<file path="src/hdl/siu_pkg.sv">
// types, widths and constants of the segment intersection unit
package siu_pkg;

	localparam int COORD_BITS  = 16;
	localparam int T_FRAC_BITS = 16;

	// coordinate differences
	localparam int DW = COORD_BITS + 1;
	// cross products
	localparam int XW = 2 * COORD_BITS + 3;
	// crossing numerators
	localparam int NXW = 3 * COORD_BITS + 5;
	localparam int NTW = XW + T_FRAC_BITS;
	localparam int NW  = (NXW > NTW) ? NXW : NTW;
	// quotient bits, one divider cell each
	localparam int QB = (COORD_BITS > T_FRAC_BITS + 1) ? COORD_BITS : T_FRAC_BITS + 1;
	// remainder width
	localparam int RW = ((NW > XW + QB) ? NW : XW + QB) + 1;
	// start to strobe, in cycles
	localparam int LAT = QB + 5;

	typedef struct packed {
		logic signed [COORD_BITS-1:0] a_start_x;
		logic signed [COORD_BITS-1:0] a_start_y;
		logic signed [COORD_BITS-1:0] a_end_x;
		logic signed [COORD_BITS-1:0] a_end_y;
		logic signed [COORD_BITS-1:0] b_start_x;
		logic signed [COORD_BITS-1:0] b_start_y;
		logic signed [COORD_BITS-1:0] b_end_x;
		logic signed [COORD_BITS-1:0] b_end_y;
	} operands_t;

	typedef struct packed {
		logic                          hit;
		logic signed [COORD_BITS-1:0]  cross_x;
		logic signed [COORD_BITS-1:0]  cross_y;
		logic [T_FRAC_BITS:0]          param_t;
	} result_t;

	// data carried from one divider cell to the next
	typedef struct packed {
		logic           hit;
		logic           neg_x;
		logic           neg_y;
		logic           neg_t;
		logic           ovf_x;
		logic           ovf_y;
		logic           ovf_t;
		logic [RW-1:0]  rem_x;
		logic [RW-1:0]  rem_y;
		logic [RW-1:0]  rem_t;
		logic [XW-1:0]  dmag;
		logic [QB-1:0]  q_x;
		logic [QB-1:0]  q_y;
		logic [QB-1:0]  q_t;
	} cell_t;

	// 2d cross product of two difference vectors
	function automatic logic signed [XW-1:0] cross2d(
		input logic signed [DW-1:0] ax,
		input logic signed [DW-1:0] ay,
		input logic signed [DW-1:0] bx,
		input logic signed [DW-1:0] by
	);
		logic signed [2*DW-1:0] p1;
		logic signed [2*DW-1:0] p2;
		p1 = ax * by;
		p2 = ay * bx;
		return XW'(p1) - XW'(p2);
	endfunction

endpackage

</file>
<file path="src/hdl/siu_div_cell.sv">
// one restoring division cell: settles one quotient bit of all three quotients
module siu_div_cell #(
	parameter int SHIFT = 0
) (
	input  logic            clk,
	input  logic            arst_n,
	input  logic            valid_in,
	input  siu_pkg::cell_t  cell_in,
	output logic            valid_out,
	output siu_pkg::cell_t  cell_out
);

	localparam int RW = siu_pkg::RW;

	logic [RW-1:0] dsh;
	logic          gx, gy, gt;
	logic          valid_q;
	siu_pkg::cell_t cell_nxt;
	siu_pkg::cell_t cell_q;

	// compare against the shifted divisor
	always_comb begin
		dsh = RW'(cell_in.dmag) << SHIFT;
		gx  = cell_in.rem_x >= dsh;
		gy  = cell_in.rem_y >= dsh;
		gt  = cell_in.rem_t >= dsh;
	end

	always_ff @(posedge clk or negedge arst_n) begin
		if (!arst_n) begin
			valid_q <= 1'b0;
		end else begin
			valid_q <= valid_in;
		end
	end

	// subtract where it fits and set the quotient bit
	always_comb begin
		cell_nxt = cell_in;
		if (gx) begin
			cell_nxt.rem_x      = cell_in.rem_x - dsh;
			cell_nxt.q_x[SHIFT] = 1'b1;
		end
		if (gy) begin
			cell_nxt.rem_y      = cell_in.rem_y - dsh;
			cell_nxt.q_y[SHIFT] = 1'b1;
		end
		if (gt) begin
			cell_nxt.rem_t      = cell_in.rem_t - dsh;
			cell_nxt.q_t[SHIFT] = 1'b1;
		end
	end

	always_ff @(posedge clk) begin
		cell_q <= cell_nxt;
	end

	assign valid_out = valid_q;
	assign cell_out  = cell_q;

endmodule

</file>
<file path="config.mk">
export PLATFORM = sky130hd
export DESIGN_NAME = siu_div_cell
export DESIGN_NICKNAME = d
export VERILOG_FILES = /design/src/hdl/siu_pkg.sv /design/src/hdl/siu_div_cell.sv
export SDC_FILE = /design/constraint.sdc
export NUM_CORES = 1
export LEC_CHECK = 0
export BUFFER_PORTS_ARGS = -buffer_cell sky130_fd_sc_hd__buf_2
export CORE_AREA = 3 3 196 198
export CTS_CLUSTER_DIAMETER = 40
export DETAILED_ROUTE_END_ITERATION = 8
export DIE_AREA = 0 0 199 201
export PLACE_DENSITY = 0.61
export SLEW_MARGIN = 20
export SYNTH_ARGS = -nofsm -noshare
export SYNTH_HDL_FRONTEND = slang
export SYNTH_SLANG_ARGS = --single-unit
</file>
<file path="constraint.sdc">
create_clock -name clk -period 0.8 [get_ports clk]
set_input_delay 0.12 -clock clk [delete_from_list [all_inputs] [get_ports clk]]
set_output_delay 0.12 -clock clk [all_outputs]
set_load 0.005 [all_outputs]
</file>
==> run summary, run 1 <==
Clock root buffer -> clkbuf_16
Final setup viols -> 421
PD cells -> 1710 nW/um^2
Leak pwr -> 0.0141 uW
Initial core utilization -> 38.0%
Syn_area_per_cell -> 8.38 sq um
Synth top area cells -> dfxtp_1, ha_1, a21oi_1
Clk sink count -> 256
Mapped Area -> 14000 sq um
DRT iter0 DRCs -> 1702
EDFF count, synth -> 0
Initial antenna violation count -> 18
Area grow syn2layout -> 119%
Net Sw Frac -> 31.9%
Yosys warns -> 0
DR vias -> 20100
Synth cell count leaders -> dfxtp_1, a21oi_1, nand2_1, nor2_1, ha_1
Ys async rst share -> 0.391%
Max Freq -> 394 MHz
Most frequent cell after synthesis -> dfxtp_1
Failing checks -> negative hold slack, negative setup slack
Hold Crit Endpoint -> cell_out[138]$_DFF_P_
FF+latch count, synth -> 256
Final #Nets -> 3482
Share of cells above drive strength 1 -> 58.1%
Most common flop cell mapped by yosys -> dfxtp_1
Worst-Margin Slew -> 0.609 ns
DP HPWL -> 49100 um
Switching Power -> 16600 uW
Internal power -> 35500 uW
Crit end category -> flop
Drt drc -> 0
CTS buffer count -> 43
Final period util -> 317%
Number of H-tree levels -> 2
WP data arrival -> 3.00 ns
Crit-path max FO -> 7
Largest net degree at the start of global routing -> 15
WL final -> 82200 um
Endpoints failing hold -> 1
Drt first pass iters -> 6
Pre-CTS setup slack -> -2.47 ns
Cell taking the most area after synthesis -> dfxtp_1
Top cell type's share of synthesized area -> 36.6%
Clock Pin Slew Worst Setup and Hold Paths -> 0.06 ns
Maximum vdd drop -> 2.05 mV
FILL cells -> 1966
Rel. slew slack -> 59.3%
Post-Syn Nets -> 2031
Core Area -> 36700 sq um
First-pass GRT wire length -> 113000 um
I/O Buffers -> 513
ANT nets after route -> 0
Total track usage -> 36.1%
Die Y -> 201 um
Cells after synthesis -> 1665
Die area -> 40000 sq um
Minimum hold slack -> -0.0105 ns
DR WL/cell -> 22.6 um
Num rows -> 70
Synth unique cells -> 78
IO Pins -> 514
Gpl congestion -> 0.953
Combinational power share -> 34.3%
Vias in the first global route -> 20300
Worst setup SP type -> input pin
Max Buffers Root-to-Sink -> 3
Die width -> 199 um
Seq/Total Area, Yosys -> 36.8%
Fin util -> 83.2%
Flop pwr share -> 29.7%
Max-Cap Viols -> 0
TritonCTS clock tree -> done
RSZ-0062 raised after global routing -> true
Final min period -> 2.54 ns
Via/cell ratio -> 5.52
Hold path cells -> 4
Grt total ovfl -> 0
CP required -> 1.26 ns
Slew Limit Fails -> 0
Hold_sp -> cell_in[134]
Crit path kind -> input pin to flop
Setup ws final -> -1.74 ns
Status -> complete, but fails checks
Worst hold path class -> input pin to flop
Clock Power Share -> 36.0%
power by group through the flow:
stage          clock, uW  combinational, uW  sequential (uW)
6_report           18800              17900            15500
5_1_grt            19500              18900            15500
4_1_cts            18600              15600            15100
3_5_place_dp           0              12900            15200
3_3_place_gp           0              12800            15200
2_1_floorplan          0               5370            15300
per-stage QoR:
step | area, sq um | cells | power [uW] | setup TNS (ns)
detailed placement | 21600 | 3153 | 28100 | -365.40
global placement | 21600 | 3153 | 28000 | -357.76
CTS | 28900 | 3595 | 49300 | -331.77
global route | 30500 | 3632 | 53800 | -360.64
finish | 30500 | 3634 | 52100 | -347.19
floorplan | 14500 | 1665 | 20700 | -275.63
cell usage in the layout (no fill, tap or decap), types with 42 or more instances in the layout:
| cell type | synthesis | routed |
|---|---|---|
| a21o_1 | 47 | 47 |
| a21oi_1 | 178 | 125 |
| a21oi_2 | 0 | 45 |
| buf_2 | 17 | 412 |
| buf_4 | 0 | 602 |
| buf_6 | 1 | 149 |
| clkbuf_16 | 0 | 45 |
| dfxtp_1 | 255 | 122 |
| dfxtp_2 | 0 | 130 |
| dlygate4sd3_1 | 0 | 259 |
| ha_1 | 105 | 59 |
| inv_1 | 69 | 42 |
| nand2_1 | 157 | 111 |
| nor2_1 | 131 | 79 |
| o21ai_0 | 102 | 51 |
| xnor2_1 | 80 | 70 |
| xor2_1 | 68 | 66 |
kinds of logic (layout without fill, tap and decap cells):
kind of cell | after synthesis | count (layout) | synth area share [%]
buffers and inverters | 147 | 1630 | 4.16
xor gates and xnor gates | 148 | 148 | 9.29
and+or+nand+nor | 528 | 528 | 18.6
muxes | 11 | 11 | 0.888
DFF | 256 | 256 | 36.8
AOI/OAI and AO/OA | 467 | 467 | 20.4
other | 0 | 18 | 0
adders and majority gates | 108 | 108 | 9.85
repair_timing:
| item | in CTS | in global routing |
|---|---|---|
| cloned | 17 | 2 |
| hold buffers | 257 | 2 |
| pin swaps | 156 | 122 |
| setup endpoints to repair | 421 | 421 |
| buffers inserted | 96 | 29 |
| hold endpoints to repair | 256 | 2 |
| resized for setup | 516 | 363 |
cell type report:
cell class	instances	area [sq um]	share of cell area [%]
inverters	70	293	0.959
clock buffers	54	1170	3.83
diodes	18	45.0	0.148
flip-flops and latches	256	5300	17.4
well taps	468	586	1.92
clock inverters	23	279	0.914
repair buffers	1483	12100	39.6
multi-input cells	1262	10700	35.2
worst max path at each step:
| stage | start | endpoint | slack, ns | cells past startpoint |
|---|---|---|---|---|
| CTS | cell_in[52] | cell_out[238]$_DFF_P_ | -1.64 | 15 |
| global route | cell_in[52] | cell_out[246]$_DFF_P_ | -1.83 | 15 |
| finish | cell_in[60] | cell_out[117]$_DFF_P_ | -1.74 | 15 |
| floorplan | cell_in[52] | cell_out[201]$_DFF_P_ | -1.85 | 11 |
| global placement | cell_in[51] | cell_out[151]$_DFF_P_ | -2.39 | 14 |
| detailed placement | cell_in[51] | cell_out[165]$_DFF_P_ | -2.47 | 15 |
worst max-delay path, cell delays in order:
cell and delay (ns):
buf_8 0.08, clkinvlp_4 0.10, buf_12 0.14, ha_4 0.22, buf_4 0.14, a21oi_1 0.20
o21ai_0 0.21, a21oi_1 0.22, buf_4 0.16, a211oi_4 0.08, o311a_4 0.35, or3_4 0.40
buf_12 0.16, buf_8 0.13, mux2_2 0.27
flip-flops by register name (all words and copies together) (netlist names):
name / count
valid_out: 1
cell_out: 255
metal layers:
metal  global-route usage, %  share of wire [%]
met1                    41.0                 36
met2                    63.1                 48
met3                    6.83                8.1
met4                    19.9                7.4
met5                       0                  0
Note: power is estimated with default switching activity, not from simulation.
==> inputs of run 2 (changes only) <==
CTS_CLUSTER_DIAMETER = 100   (was 40)
PLACE_DENSITY = unset   (was 0.61)
PLACE_DENSITY_LB_ADDON = 0.12   (was unset)
SKIP_CTS_REPAIR_TIMING = 1   (was unset)
==> run summary, run 2 (synthesis gave the netlist of run 1 again) <==
CP dominant cell by count -> nor4_4
FILL cells -> 2786
Final min period -> 2.52 ns
Critical-path cell list -> buf_2 -> inv_1 -> ha_1 -> nand2_1 -> nor4_4 -> and4_2 -> a21o_1 -> or2_4 -> a31oi_4 -> or4b_4 -> nor4_4 -> xor2_1
Final setup viols -> 421
PD cells -> 1650 nW/um^2
Die area -> 40000 sq um
Crit end category -> flop
Area grow syn2layout -> 93.2%
Minimum hold slack -> -0.337 ns
Worst-Margin Slew -> 0.505 ns
Status -> complete, but fails checks
Cell class contributing the biggest share of worst-path delay -> simple AND/OR/NAND/NOR gates
Final period util -> 315%
Largest net degree at the start of global routing -> 40
CTS buffer count -> 30
Share of cells above drive strength 1 -> 47.0%
Num rows -> 70
Number of H-tree levels -> 1
Die Y -> 201 um
Vias in the first global route -> 15900
CP required -> 1.30 ns
Endpoints failing hold -> 8
Failing checks -> negative hold slack, negative setup slack
Design Area, Final -> 27000 sq um
First-pass GRT wire length -> 86200 um
Placement Cell Area -> 21300 sq um
Clock root buffer -> clkbuf_16
TritonCTS clock tree -> done
Stages on the worst setup path -> 12
Drt drc -> 0
Max FFs per register -> 255
WL final -> 66600 um
Clk sink count -> 256
Clock Pin Slew Worst Setup and Hold Paths -> 0.06 ns
Final #Nets -> 3357
Max Buffers Root-to-Sink -> 3
Worst hold path class -> input pin to flop
Slew Limit Fails -> 0
Total track usage -> 27.1%
Maximum vdd drop -> 1.72 mV
Hold path cells -> 1
Setup ws final -> -1.72 ns
Leak pwr -> 0.0126 uW
I/O Buffers -> 513
Commonest non-fill, non-tap cell in the layout -> buf_4
Most frequent cells in the layout -> buf_4, buf_2, dlygate4sd3_1
Rel. slew slack -> 66.0%
Bufs and invs on worst path -> 2
DRT iter0 DRCs -> 856
Core Area -> 36700 sq um
Fin util -> 73.4%
Die width -> 199 um
ANT nets after route -> 0
Initial antenna violation count -> 15
Grt total ovfl -> 0
IO Pins -> 514
Setup TNS -> -328.98 ns
Initial core utilization -> 38.0%
Crit-path max FO -> 5
Gpl congestion -> 0.931
WP data arrival -> 3.01 ns
Max Freq -> 397 MHz
Worst stage delay on the critical path -> 0.64 ns
Drt first pass iters -> 5
CP max-delay cell -> or4b_4
RSZ-0062 raised after global routing -> true
DR vias -> 17700
Max-Cap Viols -> 0
DR WL/cell -> 19.1 um
Crit path kind -> input pin to flop
Worst setup SP type -> input pin
Via/cell ratio -> 5.06
DP HPWL -> 47700 um
==> run 2: cell types whose count changed in the layout (fill, tap and decap cells not counted), sizes merged <==
cell         before   now
buf            1222  1106
bufinv            2     3
clkbuf           56    50
clkinv            8     7
clkinvlp          6     7
diode            18     6
dlygate4sd3     259   256
inv              77    68
==> run 2: worst paths after layout <==
check	from	endpoint	slack, ns
worst max-delay path	cell_in[81]	cell_out[247]$_DFF_P_	-1.72
worst min-delay path	cell_in[62]	cell_out[62]$_DFF_P_	-0.34
max in group asynchronous	arst_n	valid_out$_DFF_PN0_	0.28
min in group asynchronous	arst_n	valid_out$_DFF_PN0_	0.42
==> run 2: power breakdown <==
group	switching (uW)	total, uW	leakage, uW	internal, uW
Clock	5870	14200	0.000487	8370
Sequential	646	15100	0.00216	14400
Combinational	7060	15100	0.00990	8030
==> run 2: through the flow <==
| step | total power (uW) | setup WS [ns] | cells |
|---|---|---|---|
| 3_5_place_dp | 27800 | -2.39 | 3110 |
| 6_report | 44400 | -1.72 | 3489 |
| 4_1_cts | 42000 | -1.84 | 3166 |
| 5_1_grt | 46500 | -1.81 | 3489 |
| 2_1_floorplan | 20700 | -1.85 | 1665 |
| 3_3_place_gp | 27800 | -2.34 | 3110 |
==> run 2: cell type report <==
cell class,count,area [sq um],area share [%]
flip-flops and latches,256,5140,19.1
multi-input cells,1262,9770,36.2
clock buffers,41,843,3.13
inverters,70,289,1.07
well taps,468,586,2.17
clock inverters,15,175,0.650
diodes,6,15.0,0.0557
repair buffers,1371,10100,37.6
==> run 2: metal layers <==
metal	global-route usage, %	part of all wire [%]	vias to the layer above
met4	7.86	3.8	18
met1	32.9	40	8307
met2	48.1	50	579
li1	-	-	8609
met3	5.44	5.8	152
met5	0	0.18	-
